## config.mk

```make
export PLATFORM = sky130hd
export DESIGN_NAME = sc2d_mac
export DESIGN_NICKNAME = d
export VERILOG_FILES = /design/src/sc2d_pkg.sv /design/src/sc2d_mac.sv
export SDC_FILE = /design/constraint.sdc
export NUM_CORES = 1
export LEC_CHECK = 0
export ABC_AREA = 0
export BUFFER_PORTS_ARGS = -buffer_cell sky130_fd_sc_hd__buf_2
export CAP_MARGIN = 30
export CORE_MARGIN = 3
export CORE_UTILIZATION = 43
export CTS_CLUSTER_SIZE = 24
export DETAILED_ROUTE_END_ITERATION = 8
export GPL_ROUTABILITY_DRIVEN = 0
export GPL_TIMING_DRIVEN = 0
export PLACE_DENSITY = 0.63
export SETUP_SLACK_MARGIN = 0.05
export SLEW_MARGIN = 5
export SYNTH_ARGS = -nofsm -noshare
export SYNTH_HDL_FRONTEND = slang
export SYNTH_SLANG_ARGS = --single-unit
```

## constraint.sdc

```tcl
create_clock -name i_clk -period 18.6 [get_ports i_clk]
set_input_delay 3.72 -clock i_clk [delete_from_list [all_inputs] [get_ports i_clk]]
set_output_delay 3.72 -clock i_clk [all_outputs]
set_load 0.005 [all_outputs]
```

## src/sc2d_pkg.sv

```systemverilog
// shared constants, codes, structs and helpers of the strided 2-d convolution block
// no dependencies; imported by every other file of the block
package sc2d_pkg;

    // sizes of the stores and of the stored data
    localparam int MAX_DIM    = 64;
    localparam int MAX_KERNEL = 8;
    localparam int DATA_WIDTH = 16;

    // fixed field widths of the ports
    localparam int OP_W       = 2;
    localparam int ROW_W      = 7;
    localparam int VAL_W      = 16;
    localparam int SUM_W      = 38;
    localparam int ST_W       = 2;
    localparam int DIMF_W     = 7;
    localparam int KDIMF_W    = 4;
    localparam int STEP_W     = 4;
    localparam int MODE_W     = 2;
    localparam int CFG_IDX_W  = 3;
    localparam int CFG_DATA_W = 7;

    // derived internal widths
    localparam int IDX_W     = (MAX_DIM > 1) ? $clog2(MAX_DIM) : 1;
    localparam int KIDX_W    = (MAX_KERNEL > 1) ? $clog2(MAX_KERNEL) : 1;
    localparam int IR_W      = $clog2(MAX_DIM + 1);
    localparam int KR_W      = $clog2(MAX_KERNEL + 1);
    localparam int SPAN_W    = $clog2(MAX_DIM + 2 * MAX_KERNEL);
    localparam int NUM_W     = $clog2(MAX_DIM + 2 * MAX_KERNEL + (1 << STEP_W));
    localparam int OUT_W     = NUM_W + 1;
    localparam int DIV_CNT_W = $clog2(NUM_W + 2);
    localparam int POS_W     = ROW_W + STEP_W + 1;
    localparam int IMG_AW    = 2 * IDX_W;
    localparam int KER_AW    = 2 * KIDX_W;
    localparam int IMG_DEPTH = 1 << IMG_AW;
    localparam int KER_DEPTH = 1 << KER_AW;
    localparam int PROD_W    = 2 * DATA_WIDTH;
    localparam int EXT_W     = (PROD_W > SUM_W) ? PROD_W : SUM_W;

    // operation codes
    localparam logic [OP_W-1:0] OP_WR_IMAGE  = OP_W'(0);
    localparam logic [OP_W-1:0] OP_WR_KERNEL = OP_W'(1);
    localparam logic [OP_W-1:0] OP_COMPUTE   = OP_W'(2);

    // status codes
    localparam logic [ST_W-1:0] ST_OK    = ST_W'(0);
    localparam logic [ST_W-1:0] ST_MODE  = ST_W'(1);
    localparam logic [ST_W-1:0] ST_KSIZE = ST_W'(2);
    localparam logic [ST_W-1:0] ST_RANGE = ST_W'(3);

    // padding modes
    localparam logic [MODE_W-1:0] MODE_VALID = MODE_W'(0);
    localparam logic [MODE_W-1:0] MODE_FULL  = MODE_W'(1);

    // configuration register indexes
    localparam logic [CFG_IDX_W-1:0] CFG_IMAGE_ROWS  = CFG_IDX_W'(0);
    localparam logic [CFG_IDX_W-1:0] CFG_IMAGE_COLS  = CFG_IDX_W'(1);
    localparam logic [CFG_IDX_W-1:0] CFG_KERNEL_ROWS = CFG_IDX_W'(2);
    localparam logic [CFG_IDX_W-1:0] CFG_KERNEL_COLS = CFG_IDX_W'(3);
    localparam logic [CFG_IDX_W-1:0] CFG_STEP_SIZE   = CFG_IDX_W'(4);
    localparam logic [CFG_IDX_W-1:0] CFG_PAD_MODE    = CFG_IDX_W'(5);

    // geometry derived from the configuration registers
    typedef struct packed {
        logic [IR_W-1:0]   ir;
        logic [IR_W-1:0]   ic;
        logic [KR_W-1:0]   kr;
        logic [KR_W-1:0]   kc;
        logic [STEP_W-1:0] step;
        logic [KR_W-1:0]   off_r;
        logic [KR_W-1:0]   off_c;
        logic [SPAN_W-1:0] dr;
        logic [SPAN_W-1:0] dc;
        logic [ST_W-1:0]   err;
        logic [OUT_W-1:0]  orows;
        logic [OUT_W-1:0]  ocols;
        logic              ready;
    } t_cfg_info;

    // read request from the window walker to the stores
    typedef struct packed {
        logic              en;
        logic [IMG_AW-1:0] img_addr;
        logic [KER_AW-1:0] ker_addr;
    } t_rd_req;

    // write request from the item decode to the stores
    typedef struct packed {
        logic                  img_we;
        logic                  ker_we;
        logic [IMG_AW-1:0]     img_addr;
        logic [KER_AW-1:0]     ker_addr;
        logic [DATA_WIDTH-1:0] data;
    } t_wr_req;

    // sign-extend the written value and wrap it to the stored width
    function automatic logic [DATA_WIDTH-1:0] to_store(input logic signed [VAL_W-1:0] v);
        logic signed [31:0] ext;
        ext = 32'(v);
        return ext[DATA_WIDTH-1:0];
    endfunction

endpackage

```

## src/sc2d_mac.sv

```systemverilog
// window walker and multiply-accumulate pipeline over the stores
// depends on sc2d_pkg; drives the read port of sc2d_store
module sc2d_mac import sc2d_pkg::*; (
    input  logic                         i_clk,
    input  logic                         i_rst_n,
    input  t_cfg_info                    i_cfg,
    input  logic                         i_start,
    input  logic [ROW_W-1:0]             i_row,
    input  logic [ROW_W-1:0]             i_col,
    output t_rd_req                      o_rd,
    input  logic signed [DATA_WIDTH-1:0] i_img_q,
    input  logic signed [DATA_WIDTH-1:0] i_ker_q,
    output logic                         o_done,
    output logic [SUM_W-1:0]             o_sum
);

    logic               r_run;
    logic [POS_W-1:0]   r_base_r, r_base_c;
    logic [KIDX_W-1:0]  r_ki, r_kj;
    logic               r_v1, r_ok1, r_last1;
    logic               r_v2, r_last2;
    logic signed [PROD_W-1:0] r_prod;
    logic [SUM_W-1:0]   r_acc;
    logic               r_done;

    logic [POS_W-1:0]   row, col, row_rel, col_rel;
    logic               row_ok, col_ok, last_col, last;
    logic signed [PROD_W-1:0] prod;
    logic signed [EXT_W-1:0]  prod_ext;

    assign row     = r_base_r + POS_W'(r_ki);
    assign col     = r_base_c + POS_W'(r_kj);
    assign row_rel = row - POS_W'(i_cfg.off_r);
    assign col_rel = col - POS_W'(i_cfg.off_c);

    // cells beyond the data or in the zero border contribute nothing
    assign row_ok = row < POS_W'(i_cfg.dr) && row >= POS_W'(i_cfg.off_r)
                    && row_rel < POS_W'(i_cfg.ir);
    assign col_ok = col < POS_W'(i_cfg.dc) && col >= POS_W'(i_cfg.off_c)
                    && col_rel < POS_W'(i_cfg.ic);

    assign last_col = KR_W'(r_kj) == i_cfg.kc - KR_W'(1);
    assign last     = last_col && (KR_W'(r_ki) == i_cfg.kr - KR_W'(1));

    always_comb begin
        o_rd          = '0;
        o_rd.en       = r_run;
        o_rd.img_addr = {IDX_W'(row_rel), IDX_W'(col_rel)};
        o_rd.ker_addr = {r_ki, r_kj};
    end

    assign prod     = i_img_q * i_ker_q;
    assign prod_ext = EXT_W'(r_prod);

    // walk control
    always_ff @(posedge i_clk) begin
        if (!i_rst_n) begin
            r_run   <= 1'b0;
            r_v1    <= 1'b0;
            r_v2    <= 1'b0;
            r_done  <= 1'b0;
        end else begin
            r_v1   <= r_run;
            r_v2   <= r_v1;
            r_done <= r_v2 && r_last2;
            if (i_start) begin
                r_run <= 1'b1;
            end else if (r_run && last) begin
                r_run <= 1'b0;
            end
        end
    end

    // window position, product and sum
    always_ff @(posedge i_clk) begin
        if (i_start) begin
            r_base_r <= POS_W'(i_row * i_cfg.step);
            r_base_c <= POS_W'(i_col * i_cfg.step);
            r_ki     <= '0;
            r_kj     <= '0;
        end else if (r_run && !last) begin
            if (last_col) begin
                r_kj <= '0;
                r_ki <= r_ki + KIDX_W'(1);
            end else begin
                r_kj <= r_kj + KIDX_W'(1);
            end
        end
        r_ok1   <= row_ok && col_ok;
        r_last1 <= r_run && last;
        r_last2 <= r_v1 && r_last1;
        r_prod  <= r_ok1 ? prod : '0;
        if (i_start) begin
            r_acc <= '0;
        end else if (r_v2) begin
            r_acc <= r_acc + prod_ext[SUM_W-1:0];
        end
    end

    assign o_done = r_done;
    assign o_sum  = r_acc;

endmodule

```

---- After elaboration in Yosys (flattened, before gate mapping) ----
Index checks and enable logic that the tools add are counted.
word-level totals
  output and inout bits ................... 58
  logic and storage cells ................. 49
  flip-flop bits (word level) ............. 105
  input bits .............................. 116
cells by class
  reductions and logical operators ........ 13
  $add $sub $neg .......................... 9
  multiply operators ...................... 3
  equality and inequality tests ........... 2
  $lt $le $gt $ge ......................... 6
  mux-type cells .......................... 3
operator list
  kind                   number
  $lt A12 B7 Y1          4
  $add A38 B38 Y38       1
  $mul A16 B16 Y32       1
  $add A11 B3 Y12        2
  $ge A12 B4 Y1          2
  $sub A12 B4 Y12        2
  $mul A7 B4 Y11         2
  $logic_and A1 B1 Y1    10
  $eq A3 B4 Y1           2
  $sub A4 B1 Y4 const B  2
  $add A3 B1 Y3 const B  2
  $mux W3                1
  $mux W1                2
  $reduce_and A2 Y1      1
  $reduce_bool A2 Y1     1
  $logic_not A1 Y1       1

---- Longest topological paths before layout ----
  depth in word-level cells ............... 6
  gate-level depth with buffers ........... 24
  mapped depth without buffers ............ 23

---- Worst setup path after synthesis ----
No wires, ideal clock.
  kind .................................... input to register
  start ................................... input i_img_q[10]
  end ..................................... register r_prod[28]
  stages on the path ...................... 21
  setup slack ............................. 9.147 ns
  path buffers ............................ 1
  data required time ...................... 18.520 ns
  data arrival time ....................... 9.374 ns
  library setup time ...................... 0.080 ns
  cell sequence ........................... clkbuf_1 nand2_1 fa_1 fa_1 fa_1 fa_1 inv_1 fa_1 inv_1 fa_1 inv_1 ha_1 a21oi_1 o21ai_0 o31ai_1 o21ai_0 o41ai_1 a21oi_1 o21a_1 o21ai_0 nor3b_1
on the way
  cells in the longest elaborated chain, start to end .. 1
RTL lines
  element               RTL line        text
  start, declared       sc2d_mac.sv:11  input logic signed [DATA_WIDTH-1:0] i_img_q,
  $mul A16 B16 Y32      sc2d_mac.sv:52  assign prod = i_img_q * i_ker_q;
  end signal, assigned  sc2d_mac.sv:92  r_prod <= r_ok1 ? prod : '0;
  end, declared         sc2d_mac.sv:22  logic signed [PROD_W-1:0] r_prod;
No other way between the ends.
A chain may end at the register's enable or synchronous reset.

---- Final worst setup path ----
Ends and elaborated chain as after synthesis.

==> metrics.txt <==
status finished clean; Seq/Total Area, Yosys 12.9%; Detail Route Antenna Nets 0; Diodes inserted 0; Final Skew 5.30 ps; Psw approximately 1800 uW; setup_tns 0 ps; die area ~44000 um^2; DR pass1 iterations 5; multi-input logic area around 14000 um^2; Power Dens Cells between 150 and 200 nW/um^2; post-synthesis cell count 2039; DRC 0; max_slew headroom 44.3%; RSZ-0062 raised after global routing no; Area Growth Syn to Fin 9.57%; Setup Crit Path Kind in -> reg; core area approximately 41000 um^2; hold slack 444 ps; Final Instance Area approximately 20000 um^2; first-pass GRT wire length between 70 and 80 mm; Num Clock Sinks 105; Post-DP HPWL around 38 mm; Async SR Flop Fraction 0%; syn_nets around 2600; Final Hold Violating Endpoints 0; WL final 45.2 mm; max cap viols 0; Internal around 1700 uW; CTS Hold Bufs 0; Final nets between 2000 and 3000; sw frac between 50% and 60%; Max Buffers Root-to-Sink 2; Clock power frac about 5.2%; Synth Cell Area between 15000 and 20000 um^2; largest net degree at the start of global routing 24; Vias/cell just over 5; dpl cells between 2000 and 3000; Final Max Slew Viols 0; FILL cells between 3000 and 4000; Final period util about 57%; Initial Util roughly 44%; required time worst endpoint about 19000 ps; vias in the first global route between 10000 and 15000; initial antenna violation count 0; Clock Latency Late Sink 340 ps; Critical Path Start Type primary input; EDFF count, synth 22; Worst Hold Class reg -> reg; H-tree levels 3; Post-synth top flop dfxtp_1; total power ~3500 uW; Iter 0 DRT Violations between 700 and 800; kind of end point of the critical path flop; sequential power share 7.5%; Logic pwr share 87.3%; post-CTS sizing 0; clock slew at reported path FFs ~70 ps; IO buf count 154; Fmax 95.1 MHz; Least-Margin Pin Slew a little over 800 ps; critical path arrival approximately 11000 ps; Peak VDD IR 0.137 mV; Post-DP Area slightly below 20000 um^2; Reg area ~2300 um^2; Die X roughly 210 um; CTS buffer count 9; Final setup viols 0; fin cells roughly 2700; row count between 70 and 80; GRT overflow 0; Yosys cell types between 60 and 70; clock root cell clkbuf_16; io pins between 150 and 200; Post-CTS Setup Repair Bufs 0; CTS tree yes; Via Count approximately 14000; Leakage Power ~0.01 uW; Synth Register Bits between 100 and 150; Die Y approximately 210 um; synthesized area per cell between 8 and 9 um^2; layout cells sized above 1 under 10%; CP max FO 10; Overall Global Routing Usage just over 20%; Synth warnings 0; WL/cell 16.5 um; post-route minimum period around 11000 ps
[logic make-up after synthesis]
kind of cell / count (synthesis) / synth area share, %
fa+ha+maj: 478 / 45.2
simple gates: 566 / 15.3
flops: 105 / 12.9
xor+xnor: 100 / 4.87
buf+inv: 481 / 10.2
mux: 22 / 1.22
compound gates: 287 / 10.3
[worst max-delay path, cell delays in order]
cell and delay [ps]:
buf_2 230, clkbuf_1 510, nand2_1 160, fa_1 540
fa_1 620, fa_1 460, fa_1 540, inv_1 50
fa_1 520, inv_1 50, fa_1 530, inv_1 40
ha_1 370, a21oi_1 160, o21ai_0 140, o31ai_1 270
o21ai_0 210, o41ai_1 770, a21oi_1 270, o21a_1 260
o21ai_0 130, nor3b_1 200
[layout make-up]
class | instances | area share [%]
multi-input combinational | 1453 | 70.2
sequential | 105 | 11.8
inverter | 426 | 8.11
timing repair buffer | 154 | 3.91
tap | 532 | 3.38
clock buffer | 13 | 1.32
buffer | 55 | 1.16
clock inverter | 3 | 0.121
[through the flow]
stage	util (%)	worst slack, ps
floorplan	-	9150
global placement	47.2	7890
detailed placement	47.2	7870
CTS	47.9	8200
global route	47.9	7760
finish	47.9	8090
[layout by cell type, fill, tap and decap left out, types with 4 or more instances in the layout]
cell and n:
inv_1 425, fa_1 287, nand2_1 208, ha_1 191
buf_2 158, and2_1 156, nor2_1 103, a21oi_1 88
dfxtp_1 83, xnor2_1 62, o21ai_0 54, clkbuf_1 48
xor2_1 38, a21o_1 37, mux2i_1 22, edfxtp_1 22
o21bai_1 20, nor3_1 17, nand2b_1 14, nor2b_1 14
nand3_1 12, nand4_1 12, o21a_1 10, a211oi_1 10
and3_1 9, a31oi_1 9, clkbuf_16 9, o211ai_1 7
a21boi_0 6, o2111ai_1 4, a32oi_1 4, or3_1 4
a2111oi_0 4, a31o_2 4
[path summary, 6_finish.rpt]
kind                                   end  cells past startpoint        start  slack [ps]
worst max-delay path            r_prod[28]                     22  i_img_q[10]        8090
worst min-delay path               r_last2                      1      r_last1         440
worst max register to register       r_ok1                     12      r_ki[0]       14750
worst min register to register     r_last2                      1      r_last1         440
[cells in the mapped netlist, types with 14 or more instances]
master,count,share of area [%]
ha_1,191,13
clkbuf_1,46,0.96
xnor2_1,62,3.0
dfxtp_1,83,9.2
a21oi_1,88,2.4
xor2_1,38,1.9
fa_1,287,32
nor2b_1,14,0.49
nor3_1,17,0.47
inv_1,425,8.9
edfxtp_1,22,3.7
nand2b_1,14,0.49
and2_1,156,5.4
nand2_1,208,4.3
o21ai_0,54,1.5
nor2_1,103,2.1
o21bai_1,20,0.83
a21o_1,37,1.5
mux2i_1,22,1.2
[layer usage]
metal	routed length [um]	global-route usage (%)	vias to the layer above	part of all wire, %
met3	3160	2.29	54	7.0
met1	20700	29.7	6827	46
met4	905	5.03	0	2.0
met5	0	0	-	0
met2	20400	34.1	483	45
li1	-	-	6729	-
[flip-flops by register name, summed over array words and instances, names as in the netlist]
register and count:
r_ki 3, r_v2 1, r_base_r 11, r_v1 1, r_prod 32, o_done 1, o_sum 38, r_run 1
r_ok1 1, r_last2 1, r_kj 3, r_base_c 11, r_last1 1
[power by group through the flow]
stage / Sequential, uW / Combinational (uW) / Clock (uW)
after floorplan: 262 / 2410 / 0
after detailed placement: 265 / 3020 / 0
after global placement: 264 / 2960 / 0
after global routing: 262 / 3510 / 193
final: 260 / 3020 / 181
after CTS: 260 / 3040 / 186
(Power assumes the default switching activity.)
