==> config.mk <==
export PLATFORM = sky130hd
export DESIGN_NAME = sc2d_cfg
export DESIGN_NICKNAME = d
export VERILOG_FILES = /design/src/sc2d_pkg.sv /design/src/sc2d_cfg.sv
export SDC_FILE = /design/constraint.sdc
export NUM_CORES = 1
export LEC_CHECK = 0
export ABC_CLOCK_PERIOD_IN_PS = 13000
export BUFFER_PORTS_ARGS = -buffer_cell sky130_fd_sc_hd__buf_2
export CAP_MARGIN = 20
export CORE_MARGIN = 8
export CORE_UTILIZATION = 55
export DETAILED_ROUTE_END_ITERATION = 8
export HOLD_SLACK_MARGIN = 0.1
export PLACE_DENSITY = 0.79
export SLEW_MARGIN = 20
export SYNTH_ARGS = -nofsm -noshare
export SYNTH_HDL_FRONTEND = slang
export SYNTH_SLANG_ARGS = --single-unit
==> constraint.sdc <==
create_clock -name i_clk -period 13 [get_ports i_clk]
set_input_delay 1.3 -clock i_clk [delete_from_list [all_inputs] [get_ports i_clk]]
set_output_delay 1.3 -clock i_clk [all_outputs]
set_load 0.01 [all_outputs]
==> src/sc2d_pkg.sv <==
// shared constants, codes, structs and helpers of the strided 2-d convolution block
// no dependencies; imported by every other file of the block
package sc2d_pkg;

    // sizes of the stores and of the stored data
    localparam int MAX_DIM    = 64;
    localparam int MAX_KERNEL = 8;
    localparam int DATA_WIDTH = 16;

    // fixed field widths of the ports
    localparam int OP_W       = 2;
    localparam int ROW_W      = 7;
    localparam int VAL_W      = 16;
    localparam int SUM_W      = 38;
    localparam int ST_W       = 2;
    localparam int DIMF_W     = 7;
    localparam int KDIMF_W    = 4;
    localparam int STEP_W     = 4;
    localparam int MODE_W     = 2;
    localparam int CFG_IDX_W  = 3;
    localparam int CFG_DATA_W = 7;

    // derived internal widths
    localparam int IDX_W     = (MAX_DIM > 1) ? $clog2(MAX_DIM) : 1;
    localparam int KIDX_W    = (MAX_KERNEL > 1) ? $clog2(MAX_KERNEL) : 1;
    localparam int IR_W      = $clog2(MAX_DIM + 1);
    localparam int KR_W      = $clog2(MAX_KERNEL + 1);
    localparam int SPAN_W    = $clog2(MAX_DIM + 2 * MAX_KERNEL);
    localparam int NUM_W     = $clog2(MAX_DIM + 2 * MAX_KERNEL + (1 << STEP_W));
    localparam int OUT_W     = NUM_W + 1;
    localparam int DIV_CNT_W = $clog2(NUM_W + 2);
    localparam int POS_W     = ROW_W + STEP_W + 1;
    localparam int IMG_AW    = 2 * IDX_W;
    localparam int KER_AW    = 2 * KIDX_W;
    localparam int IMG_DEPTH = 1 << IMG_AW;
    localparam int KER_DEPTH = 1 << KER_AW;
    localparam int PROD_W    = 2 * DATA_WIDTH;
    localparam int EXT_W     = (PROD_W > SUM_W) ? PROD_W : SUM_W;

    // operation codes
    localparam logic [OP_W-1:0] OP_WR_IMAGE  = OP_W'(0);
    localparam logic [OP_W-1:0] OP_WR_KERNEL = OP_W'(1);
    localparam logic [OP_W-1:0] OP_COMPUTE   = OP_W'(2);

    // status codes
    localparam logic [ST_W-1:0] ST_OK    = ST_W'(0);
    localparam logic [ST_W-1:0] ST_MODE  = ST_W'(1);
    localparam logic [ST_W-1:0] ST_KSIZE = ST_W'(2);
    localparam logic [ST_W-1:0] ST_RANGE = ST_W'(3);

    // padding modes
    localparam logic [MODE_W-1:0] MODE_VALID = MODE_W'(0);
    localparam logic [MODE_W-1:0] MODE_FULL  = MODE_W'(1);

    // configuration register indexes
    localparam logic [CFG_IDX_W-1:0] CFG_IMAGE_ROWS  = CFG_IDX_W'(0);
    localparam logic [CFG_IDX_W-1:0] CFG_IMAGE_COLS  = CFG_IDX_W'(1);
    localparam logic [CFG_IDX_W-1:0] CFG_KERNEL_ROWS = CFG_IDX_W'(2);
    localparam logic [CFG_IDX_W-1:0] CFG_KERNEL_COLS = CFG_IDX_W'(3);
    localparam logic [CFG_IDX_W-1:0] CFG_STEP_SIZE   = CFG_IDX_W'(4);
    localparam logic [CFG_IDX_W-1:0] CFG_PAD_MODE    = CFG_IDX_W'(5);

    // geometry derived from the configuration registers
    typedef struct packed {
        logic [IR_W-1:0]   ir;
        logic [IR_W-1:0]   ic;
        logic [KR_W-1:0]   kr;
        logic [KR_W-1:0]   kc;
        logic [STEP_W-1:0] step;
        logic [KR_W-1:0]   off_r;
        logic [KR_W-1:0]   off_c;
        logic [SPAN_W-1:0] dr;
        logic [SPAN_W-1:0] dc;
        logic [ST_W-1:0]   err;
        logic [OUT_W-1:0]  orows;
        logic [OUT_W-1:0]  ocols;
        logic              ready;
    } t_cfg_info;

    // read request from the window walker to the stores
    typedef struct packed {
        logic              en;
        logic [IMG_AW-1:0] img_addr;
        logic [KER_AW-1:0] ker_addr;
    } t_rd_req;

    // write request from the item decode to the stores
    typedef struct packed {
        logic                  img_we;
        logic                  ker_we;
        logic [IMG_AW-1:0]     img_addr;
        logic [KER_AW-1:0]     ker_addr;
        logic [DATA_WIDTH-1:0] data;
    } t_wr_req;

    // sign-extend the written value and wrap it to the stored width
    function automatic logic [DATA_WIDTH-1:0] to_store(input logic signed [VAL_W-1:0] v);
        logic signed [31:0] ext;
        ext = 32'(v);
        return ext[DATA_WIDTH-1:0];
    endfunction

endpackage

==> src/sc2d_cfg.sv <==
// configuration registers, derived geometry and serial output-size divider
// depends on sc2d_pkg
module sc2d_cfg import sc2d_pkg::*; (
    input  logic                  i_clk,
    input  logic                  i_rst_n,
    input  logic                  i_cfg_valid,
    output logic                  o_cfg_ready,
    input  logic [CFG_IDX_W-1:0]  i_cfg_index,
    input  logic [CFG_DATA_W-1:0] i_cfg_data,
    output t_cfg_info             o_info
);

    localparam logic [DIV_CNT_W-1:0] DIV_LOAD = DIV_CNT_W'(NUM_W + 1);

    logic [DIMF_W-1:0]  r_image_rows, r_image_cols;
    logic [KDIMF_W-1:0] r_kernel_rows, r_kernel_cols;
    logic [STEP_W-1:0]  r_step_size;
    logic [MODE_W-1:0]  r_pad_mode;

    logic [DIV_CNT_W-1:0] r_div_cnt;
    logic [STEP_W-1:0]    r_rem_r, r_rem_c;
    logic [NUM_W-1:0]     r_quo_r, r_quo_c;

    logic [IR_W-1:0]   ir, ic;
    logic [KR_W-1:0]   kr, kc, off_r, off_c;
    logic [STEP_W-1:0] step;
    logic [SPAN_W-1:0] dr, dc;
    logic [ST_W-1:0]   err;
    logic [NUM_W-1:0]  num_r, num_c;
    logic [STEP_W:0]   rsh_r, rsh_c, diff_r, diff_c;
    logic              ge_r, ge_c;
    logic              cfg_wr;

    assign o_cfg_ready = 1'b1;
    assign cfg_wr      = i_cfg_valid;

    // saturate dimensions to their legal ranges
    assign ir = (r_image_rows == '0) ? IR_W'(1) :
                (int'(r_image_rows) > MAX_DIM) ? IR_W'(MAX_DIM) : IR_W'(r_image_rows);
    assign ic = (r_image_cols == '0) ? IR_W'(1) :
                (int'(r_image_cols) > MAX_DIM) ? IR_W'(MAX_DIM) : IR_W'(r_image_cols);
    assign kr = (r_kernel_rows == '0) ? KR_W'(1) :
                (int'(r_kernel_rows) > MAX_KERNEL) ? KR_W'(MAX_KERNEL) : KR_W'(r_kernel_rows);
    assign kc = (r_kernel_cols == '0) ? KR_W'(1) :
                (int'(r_kernel_cols) > MAX_KERNEL) ? KR_W'(MAX_KERNEL) : KR_W'(r_kernel_cols);
    assign step = (r_step_size == '0) ? STEP_W'(1) : r_step_size;

    always_comb begin
        off_r = '0;
        off_c = '0;
        dr    = SPAN_W'(ir);
        dc    = SPAN_W'(ic);
        err   = ST_OK;
        if (r_pad_mode == MODE_FULL && !(kr == KR_W'(1) && kc == KR_W'(1))) begin
            off_r = kr - KR_W'(1);
            off_c = kc - KR_W'(1);
            dr    = SPAN_W'(ir) + (SPAN_W'(off_r) << 1);
            dc    = SPAN_W'(ic) + (SPAN_W'(off_c) << 1);
        end else if (r_pad_mode == MODE_VALID) begin
            if (SPAN_W'(ir) < SPAN_W'(kr) || SPAN_W'(ic) < SPAN_W'(kc)) begin
                err = ST_KSIZE;
            end
        end else begin
            err = ST_MODE;
        end
    end

    // rounded-up span: (d - k + s - 1) / s, plus one below
    assign num_r = NUM_W'(dr) - NUM_W'(kr) + NUM_W'(step) - NUM_W'(1);
    assign num_c = NUM_W'(dc) - NUM_W'(kc) + NUM_W'(step) - NUM_W'(1);

    // one quotient bit per cycle, rows and columns side by side
    assign rsh_r  = {r_rem_r, r_quo_r[NUM_W-1]};
    assign rsh_c  = {r_rem_c, r_quo_c[NUM_W-1]};
    assign diff_r = rsh_r - {1'b0, step};
    assign diff_c = rsh_c - {1'b0, step};
    assign ge_r   = rsh_r >= {1'b0, step};
    assign ge_c   = rsh_c >= {1'b0, step};

    always_ff @(posedge i_clk) begin
        if (!i_rst_n) begin
            r_image_rows  <= DIMF_W'(64);
            r_image_cols  <= DIMF_W'(64);
            r_kernel_rows <= KDIMF_W'(3);
            r_kernel_cols <= KDIMF_W'(3);
            r_step_size   <= STEP_W'(1);
            r_pad_mode    <= MODE_VALID;
            r_div_cnt     <= DIV_LOAD;
        end else begin
            if (cfg_wr) begin
                case (i_cfg_index)
                    CFG_IMAGE_ROWS:  r_image_rows  <= i_cfg_data[DIMF_W-1:0];
                    CFG_IMAGE_COLS:  r_image_cols  <= i_cfg_data[DIMF_W-1:0];
                    CFG_KERNEL_ROWS: r_kernel_rows <= i_cfg_data[KDIMF_W-1:0];
                    CFG_KERNEL_COLS: r_kernel_cols <= i_cfg_data[KDIMF_W-1:0];
                    CFG_STEP_SIZE:   r_step_size   <= i_cfg_data[STEP_W-1:0];
                    CFG_PAD_MODE:    r_pad_mode    <= i_cfg_data[MODE_W-1:0];
                    default: ;
                endcase
                r_div_cnt <= DIV_LOAD;
            end else if (r_div_cnt != '0) begin
                r_div_cnt <= r_div_cnt - DIV_CNT_W'(1);
            end
        end
    end

    always_ff @(posedge i_clk) begin
        if (r_div_cnt == DIV_LOAD) begin
            r_quo_r <= num_r;
            r_quo_c <= num_c;
            r_rem_r <= '0;
            r_rem_c <= '0;
        end else if (r_div_cnt != '0) begin
            r_quo_r <= {r_quo_r[NUM_W-2:0], ge_r};
            r_quo_c <= {r_quo_c[NUM_W-2:0], ge_c};
            r_rem_r <= ge_r ? diff_r[STEP_W-1:0] : rsh_r[STEP_W-1:0];
            r_rem_c <= ge_c ? diff_c[STEP_W-1:0] : rsh_c[STEP_W-1:0];
        end
    end

    always_comb begin
        o_info       = '0;
        o_info.ir    = ir;
        o_info.ic    = ic;
        o_info.kr    = kr;
        o_info.kc    = kc;
        o_info.step  = step;
        o_info.off_r = off_r;
        o_info.off_c = off_c;
        o_info.dr    = dr;
        o_info.dc    = dc;
        o_info.err   = err;
        o_info.orows = (err == ST_OK) ? OUT_W'(r_quo_r) + OUT_W'(1) : '0;
        o_info.ocols = (err == ST_OK) ? OUT_W'(r_quo_c) + OUT_W'(1) : '0;
        o_info.ready = (r_div_cnt == '0);
    end

endmodule

# Yosys cells after proc, flatten, opt, wreduce, memory -nomap -nowiden
# Cells that the tools add are included.
# word_totals
regBits	54
# op_classes
addsub	15
bitwise	1
n_reduce_logical	22
magnitude_cmp	8
mux	24
eq_ne	9
# ops
cell	count
$mux 7	10
$mux 4	9
$add 7x1->8 const B	2
$logic_not 4->1	4
$mux 8	2
$add 7x4->7	2
$add 7x5->7	2
$gt 7x7->1 const B	2
$logic_not 7->1	2
$lt 7x4->1	2
$sub 7x1->7 const B	2
$sub 7x4->7	2
$reduce_and 2->1	6
$sub 4x1->4 const B	3
$ge 5x4->1	2
$eq 4x1->1 const B	2
$gt 4x4->1 const B	2
$sub 4x4->4	2
$eq 3x2->1 const B	2
$eq 3x3->1 const B	2
$mux 2	3
$eq 4x4->1 const B	1
$logic_not 2->1	2
$reduce_bool 4->1	1
other kinds (9)	10

# Depth between registers and ports, before layout
# depth
depth_word	12
depth_mapped	19
ltp_nobuf	19

# Worst setup path before layout
# No wires, ideal clock.
# synth_path
kind	reg-to-reg
start	register r_kernel_rows[1]
end	register r_quo_r[6] (data pin)
stages_incl_launch_ff	19
arrival_ns	4.139
n_path_buf	0
setup_slack_ns	8.589
t_required_ns	12.729
path_cell_list	dfxtp_1 nor2_1 nor2_1 nor2_1 inv_1 ha_1 inv_1 fa_1 xnor2_1 o21ai_0 fa_1 ha_1 a21oi_1 nand2_1 a2111oi_0 nor3_1 o21ai_1 xnor2_1 o21ai_0
# synth_rtl
element	line	text
start: declaration	sc2d_cfg.sv:16	logic [KDIMF_W-1:0] r_kernel_rows, r_kernel_cols;
start signal: assignment	sc2d_cfg.sv:94	CFG_KERNEL_ROWS: r_kernel_rows <= i_cfg_data[KDIMF_W-1:0];
end signal: assignment	sc2d_cfg.sv:109	r_quo_r <= num_r;
end signal: assignment	sc2d_cfg.sv:114	r_quo_r <= {r_quo_r[NUM_W-2:0], ge_r};
end: declaration	sc2d_cfg.sv:22	logic [NUM_W-1:0] r_quo_r, r_quo_c;

# Worst setup path after layout
# layout_path
start	register r_kernel_rows[2]
end	register r_quo_r[6] (data pin)
# layout_via
elab_chain_cells	12
elab_cells_between_ends	15
classes_between	add/sub: 5; order compare: 1; eq/ne: 1; mux: 4; reduce/logical: 4
# layout_rtl
element	line	text
$gt 4x4->1	sc2d_cfg.sv:43	(int'(r_kernel_rows) > MAX_KERNEL) ? KR_W'(MAX_KERNEL) : KR_W'(r_kernel_rows);
$mux 4	sc2d_cfg.sv:43	
$mux 4 *	sc2d_cfg.sv:42	assign kr = (r_kernel_rows == '0) ? KR_W'(1) :
branches (longest 5 deep; another with $add 7x5->7)	-	
$sub 7x4->7 *	sc2d_cfg.sv:69	assign num_r = NUM_W'(dr) - NUM_W'(kr) + NUM_W'(step) - NUM_W'(1);
$add 7x4->7 *	sc2d_cfg.sv:69	
$sub 7x1->7 *	sc2d_cfg.sv:69	
$mux 7 *	sc2d_cfg.sv:108	if (r_div_cnt == DIV_LOAD) begin
# Every way passes the cells marked *.
# A chain may end at the register's enable or synchronous reset.

==> impl_metrics.yaml <==
layout:
  diodes: 0
  syn2layout_area_growth_pct: 11.81
  finalNetCount: 622
  final_cell_mix: "buf_2 (77), nor2_1 (48), inv_1 (44), dfxtp_1 (40), nor2b_1 (37)"
  drive_gt1_frac: 0.1868
  stdcell_count: 664
  utilization: 0.6320
  fillers: 695
  final_common_cell: "buf_2"
  regArea_mm2: 0.001221
  multi_input_area_mm2: 0.002855
floorplanning:
  die_w_um: 104.9
  die_h_um: 104.9
  std_cell_rows: 32
  core_area_mm2: 0.007687
  die_area_mm2: 0.01100
  initial_utilization: 0.5653
  num_io_pins: 81
grt:
  grt_pass1_wl_mm: 17.75
  overflow: 0
  grt_pass1_vias: 3742
  antenna_found_initial: 0
  grt_start_max_net_pins: 30
  grt_usage: 0.1926
detailed_routing:
  vias_per_cell: 5.539
  first_iter_violations: 171
  drc: 0
  routedWlPerCell_um: 16.00
  via_count: 3678
  wl_mm: 10.62
  firstDrtPassIters: 4
  ant_nets: 0
sta:
  slew_headroom: 0.2451
  finalCritPeriodShare: 0.3642
  max_freq_ghz: 0.2112
  tns_ns: 0
  worst_pin_slew_ns: 1.117
  slew_violations: 0
  period_needed_ns: 4.735
  rsz0062_at_grt: "false"
  fin_skew_ns: 0.004353
  fin_ws_ns: 8.265
  hold_violations: 0
  setup_viol_count_final: 0
worst_setup_path:
  crit_fanout: 19
  rrSetupSlack_ns: 8.26
  r2r_start: "r_kernel_rows[2]"
  required_ns: 13.04
  setup.worst_path.class: "reg2reg"
  reg2reg_depth: 16
  cp-start-kind: "register"
  critPathCapture: "r_quo_r[6]"
  cp-startpoint: "r_kernel_rows[2]"
  crit_path_end_kind: "register"
  worstReg2RegEnd: "r_quo_r[6]"
  crit_arrival_ns: 4.77
clocking:
  cts_buffer_depth: 2
  post_cts_buffers: 0
  tritoncts: "yes"
  clk_latency_ns: 0.30
  cts_htree_levels: 2
  clk_pin_slew_ns: 0.10
  cts.sink_count: 54
  hold_buffers: 0
  cts_made_buffers: 5
  root_buffer: "clkbuf_8"
  cts_resized: 0
power_and_ir_drop:
  irDropWorstVdd_v: 0.00005279
  p_leak_nw: 2.223
  totalPowerFinal_uw: 582.7
  power_density_mw_per_mm2: 119.9
place:
  pre_cts_slack_ns: 8.325
  dp.cells: 656
  numPortBuffers: 77
  hpwl_mm: 8.584
  gp_congestion: 0.9065
yosys:
  syn_area_mm2: 0.004345
  ys_seq_elements: 54
  synth_edf_count: 14
  synth.yosys.seq_area_share: 0.2810
  ys_warn_count: 0
  synth_cell_types: 56
  synth_cells: 505
  synthArstFlopShare: 0
  synth-main-ff-cell: "dfxtp_1"
  avgSynthCellArea_um2: 8.605
flow_run:
  maxCapViolCount: 0
worst_hold_path:
  hold_path.class: "reg2reg"
outcome:
  status: "complete, no violations"
==> per-layer routing <==
metal / vias up / share of wire / track usage
li1: 1816 / - / -
met1: 1717 / 0.44 / 0.2283
met2: 120 / 0.48 / 0.3344
met3: 25 / 0.058 / 0.03870
met4: 0 / 0.026 / 0.07441
met5: - / 0 / 0
==> sequential cells by signal (all words and copies together) (netlist names) <==
name and flops:
r_image_cols 7, r_step_size 4, r_div_cnt 4, r_pad_mode 2, r_kernel_rows 4, r_image_rows 7, r_quo_r 7, r_rem_r 4
r_quo_c 7, r_rem_c 4, r_kernel_cols 4
==> worst min path at each step <==
stage                            start           end  slack (ns)  depth (start not counted)
after global placement      r_rem_r[3]    r_rem_r[3]        0.44                          1
final                     r_div_cnt[2]  r_div_cnt[2]        0.49                          2
after detailed placement    r_rem_r[3]    r_rem_r[3]        0.46                          1
after global routing        r_rem_r[3]    r_rem_r[3]        0.50                          1
after floorplan             r_rem_r[3]    r_rem_r[3]        0.43                          1
after CTS                   r_rem_r[3]    r_rem_r[3]        0.48                          1
==> per-stage QoR <==
stage / hold slack (ns) / instance area, um^2
CTS: 0.4822 / 4850
detailed placement: 0.4576 / 4746
floorplan: 0.4273 / 4357
finish: 0.4891 / 4858
global placement: 0.4378 / 4746
global route: 0.4997 / 4858
==> worst max-delay path, cell delays in order (launching register included) <==
cell	delay (ns)
dfxtp_1	0.36
nor2_1	0.09
nor2_1	0.04
nor2_1	0.25
ha_1	0.20
or4b_4	0.48
o31ai_4	0.61
o21ai_0	0.31
fa_1	0.53
ha_1	0.36
a21oi_1	0.16
nand2_1	0.13
a2111oi_0	0.46
nor3_1	0.09
o21ai_1	0.16
xnor2_1	0.13
o21ai_0	0.08
==> area by class of cell <==
| cell class | instances | area share |
|---|---|---|
| repair buffers | 77 | 0.07932 |
| clock inverters | 1 | 0.001288 |
| clock buffers | 7 | 0.02009 |
| well taps | 102 | 0.02627 |
| flip-flops and latches | 54 | 0.2514 |
| inverters | 44 | 0.03399 |
| multi-input cells | 379 | 0.5877 |
==> Yosys cell counts, drive strengths merged (9+ instances only) <==
master | instances | area, um^2
clkbuf | 24 | 90.09
nor2b | 37 | 231.5
xnor2 | 20 | 175.2
mux2i | 31 | 310.3
nand3 | 12 | 60.06
inv | 44 | 165.2
nor2 | 48 | 180.2
xor2 | 9 | 78.83
dfxtp | 40 | 800.8
edfxtp | 14 | 420.4
o21ai | 20 | 100.1
ha | 35 | 437.9
a21oi | 22 | 110.1
fa | 13 | 260.3
nand2 | 34 | 127.6
==> logic make-up (layout without fill, tap and decap cells) <==
family,Yosys count,count (layout),synth area share
AO/OA/AOI/OAI,77,77,0.1209
XOR/XNOR,29,29,0.05845
adder cells (fa/ha/maj),48,48,0.1607
buffers and inverters,75,129,0.06939
flip-flops,54,54,0.2810
multiplexers,39,39,0.09214
other,2,5,0.001728
AND/OR/NAND/NOR,181,181,0.2157
==> power breakdown <==
part	total [mW]	switching, mW	internal, mW
Combinational	0.244	0.133	0.111
Clock	0.106	0.0556	0.0500
Sequential	0.233	0.0279	0.205
Power figures use the tool's default switching activity.
